[src/rtl/core/dpmn_pkg.sv]
// ----------------------------------------------------------------------------
// dpmn_pkg: shared definitions for the DisplayPort M/N ratio calculator
// Field widths, link rate codes, N limits and the rate code lookup.
// ----------------------------------------------------------------------------
`default_nettype none

package dpmn_pkg;

   // Field widths of one input item and one result item.
   localparam int BPC_W    = 5;
   localparam int KHZ_W    = 20;
   localparam int MN_W     = 24;
   localparam int LINK_N_W = 21;

   // Configuration register widths and reset values.
   localparam int CODE_W = 8;
   localparam int LANE_W = 3;
   localparam logic [CODE_W-1:0] LINK_RATE_RESET  = 8'd10;
   localparam logic [LANE_W-1:0] LANE_COUNT_RESET = 3'd4;

   // Register index, taken from the APB word address.
   localparam logic REG_LINK_RATE  = 1'b0;
   localparam logic REG_LANE_COUNT = 1'b1;

   // Link rate codes as reported by the sink.
   localparam logic [CODE_W-1:0] CODE_162 = 8'h06;
   localparam logic [CODE_W-1:0] CODE_270 = 8'h0A;
   localparam logic [CODE_W-1:0] CODE_540 = 8'h14;

   // Symbol rates in Hz; all fit in 30 bits.
   localparam int RATE_W = 30;
   localparam logic [RATE_W-1:0] RATE_162 = 30'd162000000;
   localparam logic [RATE_W-1:0] RATE_270 = 30'd270000000;
   localparam logic [RATE_W-1:0] RATE_540 = 30'd540000000;

   // Pixel clock in Hz is kHz times 1000; fits in 30 bits.
   localparam int HZ_W = 30;
   localparam logic [HZ_W-1:0] KHZ_TO_HZ = 30'd1000;

   // Upper limits of the two N values, as powers of two.
   localparam int DATA_N_LOG2 = 23;
   localparam int LINK_N_LOG2 = 20;
   localparam logic [MN_W-1:0] DATA_N_LIMIT = 24'h800000;
   localparam logic [MN_W-1:0] LINK_N_LIMIT = 24'h100000;

   typedef struct packed {
      logic              known;
      logic [RATE_W-1:0] rate;
   } rate_info_type;

   function automatic rate_info_type rate_of_code(input logic [CODE_W-1:0] code);
      rate_info_type info;
      info.known = 1'b1;
      case (code)
         CODE_162: info.rate = RATE_162;
         CODE_270: info.rate = RATE_270;
         CODE_540: info.rate = RATE_540;
         default: begin
            info.known = 1'b0;
            info.rate  = '0;
         end
      endcase
      return info;
   endfunction

endpackage

`default_nettype wire

[src/rtl/core/dp_link_m_n_ratio_calc_core.sv]
// ----------------------------------------------------------------------------
// dp_link_m_n_ratio_calc_core: DisplayPort data and link M/N calculator
// Computes the reduced data M/N and link M/N pairs for one display mode.
// ----------------------------------------------------------------------------
//
//   Channel   Direction  Handshake             Contents
//   req_*     in         tvalid/tready         bits per component, pixel clock
//   rsp_*     out        tvalid/tready         data M/N, link M/N, rate error
//   csr_*     in/out     APB psel/penable      link rate code, lane count
//
// An accepted item passes through these steps in order: a multiply of kHz to
// Hz, a multiply by three times bpc, then for each pair a load step, a shared
// restoring divider that produces one quotient bit per cycle for all 30
// quotient bits, halving until M fits 24 bits and a closing step, and finally
// the load of the result register. With a lane count of zero the data pass is
// skipped. An unknown link rate code skips the arithmetic and goes straight to
// the result register.
// req_tready is high only while the sequencer is idle. A finished result
// sits in the output register; a new item may be accepted meanwhile, and the
// sequencer holds its next result back until the previous one is taken.
// Reset is synchronous and active high; it clears the sequencer, the output
// valid flag and sets both configuration registers to their reset values.
//
// Arithmetic: both N values always exceed their limits for a valid rate, so
// each N becomes its limit (2^23 for data, 2^20 for link) and
// M' = floor(M * 2^k / N_old). The quotient is always below 2^30, which lets
// the divider start with the upper part of the dividend as its remainder
// and shift in only the lower 30 bits.
// ----------------------------------------------------------------------------
`default_nettype none

module dp_link_m_n_ratio_calc_core (
   input  wire logic         clock,
   input  wire logic         reset,

   // Input items.
   input  wire logic         req_tvalid,
   output logic              req_tready,
   // [4:0] bits_per_component, [24:5] pixel_clock_khz, [31:25] zero
   input  wire logic [31:0]  req_tdata,

   // Result items.
   output logic              rsp_tvalid,
   input  wire logic         rsp_tready,
   // [23:0] data_m, [47:24] data_n, [71:48] link_m, [92:72] link_n, [95:93] zero
   output logic [95:0]       rsp_tdata,
   // [0] rate_error
   output logic              rsp_tuser,

   // Configuration port.
   input  wire logic         csr_psel,
   input  wire logic         csr_penable,
   input  wire logic         csr_pwrite,
   input  wire logic [2:0]   csr_paddr,
   input  wire logic [31:0]  csr_pwdata,
   output logic [31:0]       csr_prdata,
   output logic              csr_pready
);
   import dpmn_pkg::*;

   localparam int DIV_STEPS = 30;
   localparam int CNT_W     = $clog2(DIV_STEPS);
   localparam int BPC3_W    = BPC_W + 2;
   localparam int M_W       = HZ_W + BPC3_W;       // data M before division
   localparam int DIVR_W    = 35;                  // 8 * rate * lanes < 2^35
   localparam int QUO_W     = DIV_STEPS;

   typedef enum logic [2:0] {
      ST_IDLE,
      ST_MUL_HZ,
      ST_MUL_M,
      ST_LOAD,
      ST_DIV,
      ST_HALVE,
      ST_DONE
   } state_type;

   // ------------------------------------------------------------------------
   // Configuration registers. pready is always high, so a write lands at the
   // access cycle.
   // ------------------------------------------------------------------------
   logic [CODE_W-1:0] link_rate_code_ff;
   logic [LANE_W-1:0] lane_count_ff;
   logic              csr_write;
   logic              csr_index;

   assign csr_pready = 1'b1;
   assign csr_write  = csr_psel & csr_penable & csr_pwrite & csr_pready;
   assign csr_index  = csr_paddr[2];

   always_ff @(posedge clock) begin
      if (reset) begin
         link_rate_code_ff <= LINK_RATE_RESET;
         lane_count_ff     <= LANE_COUNT_RESET;
      end else if (csr_write) begin
         if (csr_index == REG_LINK_RATE) begin
            link_rate_code_ff <= csr_pwdata[CODE_W-1:0];
         end else begin
            lane_count_ff <= csr_pwdata[LANE_W-1:0];
         end
      end
   end

   always_comb begin
      if (csr_index == REG_LANE_COUNT) begin
         csr_prdata = {{(32-LANE_W){1'b0}}, lane_count_ff};
      end else begin
         csr_prdata = {{(32-CODE_W){1'b0}}, link_rate_code_ff};
      end
   end

   // ------------------------------------------------------------------------
   // Sequencer and datapath registers.
   // ------------------------------------------------------------------------
   state_type           state_ff, state_in;
   logic                link_pass_ff, link_pass_in;    // second pass: link pair
   logic                err_ff, err_in;
   logic [BPC3_W-1:0]   bpc3_ff, bpc3_in;
   logic [KHZ_W-1:0]    khz_ff, khz_in;
   logic [HZ_W-1:0]     clk_hz_ff, clk_hz_in;
   logic [M_W-1:0]      m_ff, m_in;
   logic [RATE_W-1:0]   rate_ff, rate_in;
   logic [DIVR_W-1:0]   rem_ff, rem_in;
   logic [QUO_W-1:0]    quo_ff, quo_in;              // low dividend bits, then quotient
   logic [DIVR_W-1:0]   divisor_ff, divisor_in;
   logic [MN_W-1:0]     n_ff, n_in;
   logic [CNT_W-1:0]    cnt_ff, cnt_in;
   logic [MN_W-1:0]     data_m_ff, data_m_in;
   logic [MN_W-1:0]     data_n_ff, data_n_in;
   logic                rsp_tvalid_ff, rsp_tvalid_in;
   logic [92:0]         rsp_data_ff, rsp_data_in;
   logic                rsp_user_ff, rsp_user_in;

   logic [BPC_W-1:0]    req_bpc;
   logic [KHZ_W-1:0]    req_khz;
   rate_info_type       rate_info;
   logic [31:0]         rate_lanes;
   logic [DIVR_W:0]     rem_shift;
   logic [DIVR_W:0]     rem_sub;
   logic                quo_bit;
   logic                out_load;

   assign req_bpc    = req_tdata[4:0];
   assign req_khz    = req_tdata[24:5];
   assign rate_info  = rate_of_code(link_rate_code_ff);
   assign rate_lanes = 32'(rate_ff) * 32'(lane_count_ff);

   // One restoring division step: shift in the next dividend bit and
   // subtract the divisor when it fits.
   assign rem_shift = {rem_ff, quo_ff[QUO_W-1]};
   assign rem_sub   = rem_shift - {1'b0, divisor_ff};
   assign quo_bit   = (rem_shift >= {1'b0, divisor_ff});

   assign out_load  = (state_ff == ST_DONE) && (!rsp_tvalid_ff || rsp_tready);

   always_comb begin
      state_in      = state_ff;
      link_pass_in  = link_pass_ff;
      err_in        = err_ff;
      bpc3_in       = bpc3_ff;
      khz_in        = khz_ff;
      clk_hz_in     = clk_hz_ff;
      m_in          = m_ff;
      rate_in       = rate_ff;
      rem_in        = rem_ff;
      quo_in        = quo_ff;
      divisor_in    = divisor_ff;
      n_in          = n_ff;
      cnt_in        = cnt_ff;
      data_m_in     = data_m_ff;
      data_n_in     = data_n_ff;
      rsp_tvalid_in = rsp_tvalid_ff & ~rsp_tready;
      rsp_data_in   = rsp_data_ff;
      rsp_user_in   = rsp_user_ff;

      case (state_ff)
         ST_IDLE: begin
            if (req_tvalid) begin
               bpc3_in      = {2'b00, req_bpc} + {1'b0, req_bpc, 1'b0};
               khz_in       = req_khz;
               rate_in      = rate_info.rate;
               err_in       = ~rate_info.known;
               link_pass_in = 1'b0;
               state_in     = rate_info.known ? ST_MUL_HZ : ST_DONE;
            end
         end
         ST_MUL_HZ: begin
            clk_hz_in = HZ_W'(khz_ff) * KHZ_TO_HZ;
            state_in  = ST_MUL_M;
         end
         ST_MUL_M: begin
            m_in     = M_W'(clk_hz_ff) * M_W'(bpc3_ff);
            state_in = ST_LOAD;
         end
         ST_LOAD: begin
            cnt_in = CNT_W'(DIV_STEPS - 1);
            if (link_pass_ff) begin
               // clock_hz * 2^20 / link rate
               rem_in     = DIVR_W'(clk_hz_ff[HZ_W-1:QUO_W-LINK_N_LOG2]);
               quo_in     = {clk_hz_ff[QUO_W-LINK_N_LOG2-1:0], {LINK_N_LOG2{1'b0}}};
               divisor_in = DIVR_W'(rate_ff);
               n_in       = LINK_N_LIMIT;
               state_in   = ST_DIV;
            end else if (lane_count_ff == '0) begin
               // No lanes means a zero data N, and the data pair is zero.
               data_m_in    = '0;
               data_n_in    = '0;
               link_pass_in = 1'b1;
            end else begin
               // 3 * bpc * clock_hz * 2^23 / (8 * link rate * lanes)
               rem_in     = DIVR_W'(m_ff[M_W-1:QUO_W-DATA_N_LOG2]);
               quo_in     = {m_ff[QUO_W-DATA_N_LOG2-1:0], {DATA_N_LOG2{1'b0}}};
               divisor_in = {rate_lanes, 3'b000};
               n_in       = DATA_N_LIMIT;
               state_in   = ST_DIV;
            end
         end
         ST_DIV: begin
            rem_in = quo_bit ? rem_sub[DIVR_W-1:0] : rem_shift[DIVR_W-1:0];
            quo_in = {quo_ff[QUO_W-2:0], quo_bit};
            cnt_in = cnt_ff - 1'b1;
            if (cnt_ff == '0) begin
               state_in = ST_HALVE;
            end
         end
         ST_HALVE: begin
            if (|quo_ff[QUO_W-1:MN_W]) begin
               quo_in = quo_ff >> 1;
               n_in   = n_ff >> 1;
            end else if (!link_pass_ff) begin
               data_m_in    = quo_ff[MN_W-1:0];
               data_n_in    = n_ff;
               link_pass_in = 1'b1;
               state_in     = ST_LOAD;
            end else begin
               state_in = ST_DONE;
            end
         end
         ST_DONE: begin
            if (out_load) begin
               rsp_tvalid_in = 1'b1;
               rsp_user_in   = err_ff;
               if (err_ff) begin
                  rsp_data_in = '0;
               end else begin
                  rsp_data_in = {n_ff[LINK_N_W-1:0], quo_ff[MN_W-1:0], data_n_ff, data_m_ff};
               end
               state_in = ST_IDLE;
            end
         end
         default: begin
            state_in = ST_IDLE;
         end
      endcase
   end

   always_ff @(posedge clock) begin
      if (reset) begin
         state_ff      <= ST_IDLE;
         link_pass_ff  <= 1'b0;
         err_ff        <= 1'b0;
         cnt_ff        <= '0;
         rsp_tvalid_ff <= 1'b0;
      end else begin
         state_ff      <= state_in;
         link_pass_ff  <= link_pass_in;
         err_ff        <= err_in;
         cnt_ff        <= cnt_in;
         rsp_tvalid_ff <= rsp_tvalid_in;
         bpc3_ff       <= bpc3_in;
         khz_ff        <= khz_in;
         clk_hz_ff     <= clk_hz_in;
         m_ff          <= m_in;
         rate_ff       <= rate_in;
         rem_ff        <= rem_in;
         quo_ff        <= quo_in;
         divisor_ff    <= divisor_in;
         n_ff          <= n_in;
         data_m_ff     <= data_m_in;
         data_n_ff     <= data_n_in;
         rsp_data_ff   <= rsp_data_in;
         rsp_user_ff   <= rsp_user_in;
      end
   end

   assign req_tready = (state_ff == ST_IDLE);
   assign rsp_tvalid = rsp_tvalid_ff;
   assign rsp_tdata  = {3'b000, rsp_data_ff};
   assign rsp_tuser  = rsp_user_ff;

   // ------------------------------------------------------------------------
   // Assertions.
   // ------------------------------------------------------------------------
   a_busy_after_accept: assert property (@(posedge clock) disable iff (reset)
      (req_tvalid && req_tready) |=> !req_tready)
      else $error("block still ready in the cycle after accepting an item");

   a_error_zero_fields: assert property (@(posedge clock) disable iff (reset)
      (rsp_tvalid && rsp_tuser) |-> (rsp_tdata == '0))
      else $error("rate error result carries nonzero M/N fields");

   a_n_power_of_two: assert property (@(posedge clock) disable iff (reset)
      (rsp_tvalid && !rsp_tuser) |->
         ($onehot0(rsp_tdata[47:24]) && $onehot0(rsp_tdata[92:72])))
      else $error("reduced N is not a power of two");

   a_result_from_done: assert property (@(posedge clock) disable iff (reset)
      $rose(rsp_tvalid) |-> $past(state_ff == ST_DONE))
      else $error("result raised outside the completion state");

endmodule

`default_nettype wire
[config.mk]
export PLATFORM = sky130hd
export DESIGN_NAME = dp_link_m_n_ratio_calc_core
export DESIGN_NICKNAME = d
export VERILOG_FILES = /design/src/rtl/core/dpmn_pkg.sv /design/src/rtl/core/dp_link_m_n_ratio_calc_core.sv
export SDC_FILE = /design/constraint.sdc
export NUM_CORES = 1
export LEC_CHECK = 0
export ABC_AREA = 0
export BUFFER_PORTS_ARGS = -buffer_cell sky130_fd_sc_hd__buf_2
export CORE_MARGIN = 2
export CORE_UTILIZATION = 27
export DETAILED_ROUTE_END_ITERATION = 8
export GPL_TIMING_DRIVEN = 0
export PLACE_DENSITY = 0.48
export SYNTH_ARGS = -nofsm -noshare
export SYNTH_HDL_FRONTEND = slang
export SYNTH_SLANG_ARGS = --single-unit
[constraint.sdc]
create_clock -name clock -period 12.85 [get_ports clock]
set_input_delay 0.6425 -clock clock [delete_from_list [all_inputs] [get_ports clock]]
set_output_delay 0.6425 -clock clock [all_outputs]
set_load 0.01 [all_outputs]
==> metrics list <==
- Global-route congestion overflow total: 0
- Share of the clock period used by the worst path after layout: 49.4%
* Nature of the critical path startpoint: flip-flop
* Synth top area cells: sky130_fd_sc_hd__edfxtp_1 (40%), sky130_fd_sc_hd__fa_1 (16%), sky130_fd_sc_hd__ha_1 (8.4%)
- Filler cells: 9762
- Setup WS post-layout: 6.50 ns
- Setup TNS after final layout: 0 ns
- Area share of the largest cell type after synthesis: 40.4%
* Detailed placement HPWL: 49.8 mm
- Tracing the worst setup path back leads to its startpoint at bpc3_ff[6].
- Post-synthesis sequential element count: 375
- Clock-pin slew was measured on the worst setup and hold paths at 0.06 ns.
- WL met2: 29.9 mm
* Number of H-tree levels: 2
- The first global-routing pass estimated 99.3 mm of wire.
* Max Clock Freq: 157 MHz
* FFs w/ async S/R, synth: 0%
- Result of the run: completed
- The number of different library cells used by synthesis comes to 67.
- The max-slew violation count is 0.
- Setup slack on the worst reg-to-reg path comes out at 6.50 ns.
* # hold bufs at CTS: 0
- Gates resized during post-CTS repair numbered 0.
* CTS tree: yes
- Worst Clk Skew: 0.0269 ns
- In this run the worst hold path is classified as input pin to flip-flop.
- Critical path data required time: 13.21 ns
- Minimum setup slack after placement: 6.54 ns
- Deepest clock path buffer count: 3
- WL met3: 2.47 mm
* Delay of the slowest cell on the worst path: 0.58 ns
* Number of enable-type register cells in the synthesized netlist: 353
- Cells along the critical path: clkbuf_1 -> and2_1 -> fa_1 -> fa_1 -> fa_1 -> inv_1 -> fa_1 -> inv_1 -> ha_1 -> a21oi_1 -> o21ai_0 -> nor3_1 -> a21oi_1 -> o22ai_1 -> o21ai_0 -> a21o_1 -> a21oi_1 -> xnor2_1
- Number of global-route vias before repair: 18200
* Die Height: 316 microns
- Cell type with the highest occurrence count on the critical path: sky130_fd_sc_hd__fa_1
- Inserted Clock Buffers: 45
- DRC: 0
* Synth Cell Area: 0.0262 sq mm
* Antenna violations before repair: 3
- Time the worst path needs with I/O delays and setup: 6.35 ns
* Initial Util: 27.2%
* Via Count: 17200
- Final estimated routing congestion in global placement: 0.829
* Fraction of the yosys area taken by sequential cells: 42.1%
- Final hold vios: 0
* Antenna viol nets, final: 0
- For this block, wires on met1 add up to 27.7 mm.
- Unrepaired setup endpoints after global routing: false
- 206 I/O pins were placed.
* Top_reg_cell synth: sky130_fd_sc_hd__edfxtp_1
* Crit-path slowest cell: sky130_fd_sc_hd__edfxtp_1
- The sequential cells in the finished layout cover a total of 0.0110 sq mm.
- Worst skew pair latency: 0.59 ns
* Reg-to-reg critical path startpoint: bpc3_ff[6]
- Clock Tree Root: sky130_fd_sc_hd__clkbuf_16
- Synthesis produced a netlist whose cell count is 2315.
* Pin count of the biggest net entering global routing: 28
- Ratio of cells with drive above 1 in the final layout: 11.5%
- Dividing the detail-routed wire length by the instance count gives 16.0 microns.
* Uppermost metal layer occupied by signal nets: met4
* Area of the core: 0.0966 sq mm
- Pre-antenna DRT Iters: 7
- Most area-hungry cell type in the Yosys netlist: sky130_fd_sc_hd__edfxtp_1
* Setup Crit Path Kind: flip-flop to flip-flop
- Area added between synthesis and finish: 16.6%
- Violation count after the first detailed-route iteration: 858
- In this run the horizontal extent of the chip is 316 microns.
* Placement Rows: 114
- In this run the most critical hold path is launched from req_tdata[10].
* Full die area: 0.0997 sq mm
* Area used by multi-input combinational logic: 0.0138 sq mm
* Transition time at the pin with the least slew margin: 0.895 ns
* Port bufs: 143
* Clock sink count: 375
- Post-place instance area: 0.0290 sq mm
* Number of buffers inserted by post-CTS setup repair: 0
- The worst pin sits at a relative slew slack of 39.6%.
* Setup crit end kind: flip-flop
- Each instance of the synthesized netlist takes up on average 11.3 sq um.
- Maximum net fanout on the critical path: 10
- Critical Path AT: 6.72 ns
- GRT Resource Usage Total: 12.5%
- Via density: 4.43
- Synth warnings: 0
- Setup violations remaining at the end of the flow were counted as 0.
* Post-route cell area: 0.0306 sq mm
* Total detailed-routing wirelength: 61.8 mm
- Max-cap violations in this run came to 0.
- Antenna diode count: 0
- In the final design database the tool counted 3021 nets.
==> kinds of logic after synthesis <==
family | synth area share, %
flops | 42.1
simple gates | 13.9
compound gates | 8.72
fa+ha+maj | 24.4
buf+inv | 6.01
xor+xnor | 3.24
other cells | 0.0286
mux | 1.69
==> area by class of cell <==
type                            count  area share, %
Multi-Input combinational cell   1580           45.0
Tap cell                         1276           5.22
Clock inverter                     25           1.23
Inverter                          281           3.45
Sequential cell                   375           36.1
Buffer                            105           1.71
Timing Repair Buffer              173           3.36
Clock buffer                       56           3.94
==> metal layers <==
| metal | vias to the layer above | GRT usage, % |
|---|---|---|
| met4 | 0 | 3.75 |
| met2 | 330 | 21.6 |
| met5 | - | 0 |
| met3 | 88 | 1.99 |
| met1 | 8408 | 15.9 |
| li1 | 8335 | - |
==> stage by stage <==
stage | hold WS (ns) | std cells | utilization [%]
2_1_floorplan | 0.443 | 2341 | -
3_3_place_gp | 0.466 | 3760 | 29.7
3_5_place_dp | 0.489 | 3790 | 30.1
4_1_cts | 0.188 | 3871 | 31.7
5_1_grt | 0.193 | 3871 | 31.7
6_report | 0.235 | 3871 | 31.7
==> cells in the final DEF, fill, tap and decap left out, types with 10 or more instances in the layout <==
| master | count |
|---|---|
| sky130_fd_sc_hd__a211oi_1 | 30 |
| sky130_fd_sc_hd__edfxtp_1 | 353 |
| sky130_fd_sc_hd__xnor2_1 | 66 |
| sky130_fd_sc_hd__inv_1 | 281 |
| sky130_fd_sc_hd__nand3_1 | 28 |
| sky130_fd_sc_hd__fa_1 | 209 |
| sky130_fd_sc_hd__a31oi_1 | 18 |
| sky130_fd_sc_hd__nand2b_1 | 15 |
| sky130_fd_sc_hd__xor2_1 | 31 |
| sky130_fd_sc_hd__and2_1 | 164 |
| sky130_fd_sc_hd__dfxtp_1 | 22 |
| sky130_fd_sc_hd__buf_6 | 10 |
| sky130_fd_sc_hd__buf_2 | 144 |
| sky130_fd_sc_hd__buf_4 | 45 |
| sky130_fd_sc_hd__and3_1 | 55 |
| sky130_fd_sc_hd__nand4_1 | 11 |
| sky130_fd_sc_hd__conb_1 | 28 |
| sky130_fd_sc_hd__nor2b_1 | 128 |
| sky130_fd_sc_hd__mux2i_1 | 41 |
| sky130_fd_sc_hd__a21oi_1 | 91 |
| sky130_fd_sc_hd__clkbuf_1 | 77 |
| sky130_fd_sc_hd__a21o_1 | 60 |
| sky130_fd_sc_hd__nor3_1 | 24 |
| sky130_fd_sc_hd__nand2_1 | 112 |
| sky130_fd_sc_hd__o21a_1 | 14 |
| sky130_fd_sc_hd__ha_1 | 177 |
| sky130_fd_sc_hd__nor2_1 | 93 |
| sky130_fd_sc_hd__clkbuf_16 | 45 |
| sky130_fd_sc_hd__o21ai_0 | 75 |
| sky130_fd_sc_hd__o21bai_1 | 15 |
==> state kept, by name (all words and copies together), names as in the netlist <==
name / flops
bpc3_ff: 7
clk_hz_ff: 27
cnt_ff: 5
data_m_ff: 24
data_n_ff: 24
divisor_ff: 27
err_ff: 1
khz_ff: 20
lane_count_ff: 3
link_pass_ff: 1
link_rate_code_ff: 8
m_ff: 34
n_ff: 24
quo_ff: 30
rate_ff: 7
rem_ff: 35
rsp_data_ff: 93
rsp_tuser: 1
rsp_tvalid: 1
state_ff: 3
==> synth_stat cells, drive strengths merged (16+ instances only) <==
library cell / n
a211oi: 31
edfxtp: 353
nor3: 26
o21ai: 75
mux2i: 41
and3: 55
fa: 209
and2: 164
nor2b: 128
nand2b: 16
xnor2: 66
ha: 177
a21o: 60
a21oi: 92
buf: 35
xor2: 31
nand2: 112
dfxtp: 22
nand3: 28
clkbuf: 70
inv: 281
nor2: 95
a31oi: 18
==> worst paths after layout <==
| path | end | cells after the start |
|---|---|---|
| max reg2reg | m_ff[30] | 18 |
| min | khz_ff[5] | 1 |
| min reg2reg | cnt_ff[4] | 1 |
| max | m_ff[30] | 18 |
==> worst max-delay path, delay by kind of cell (launching register included) <==
family	cells	cell delay (ns)
xor gates and xnor gates	1	0.21
buffers and inverters	3	0.66
and+or+nand+nor	2	0.62
DFF	1	0.58
adders and majority gates	5	2.44
AOI/OAI and AO/OA	7	1.64
Power is not shown: default switching activity piles up to over one toggle a cycle in this logic, so the estimate is an artifact.
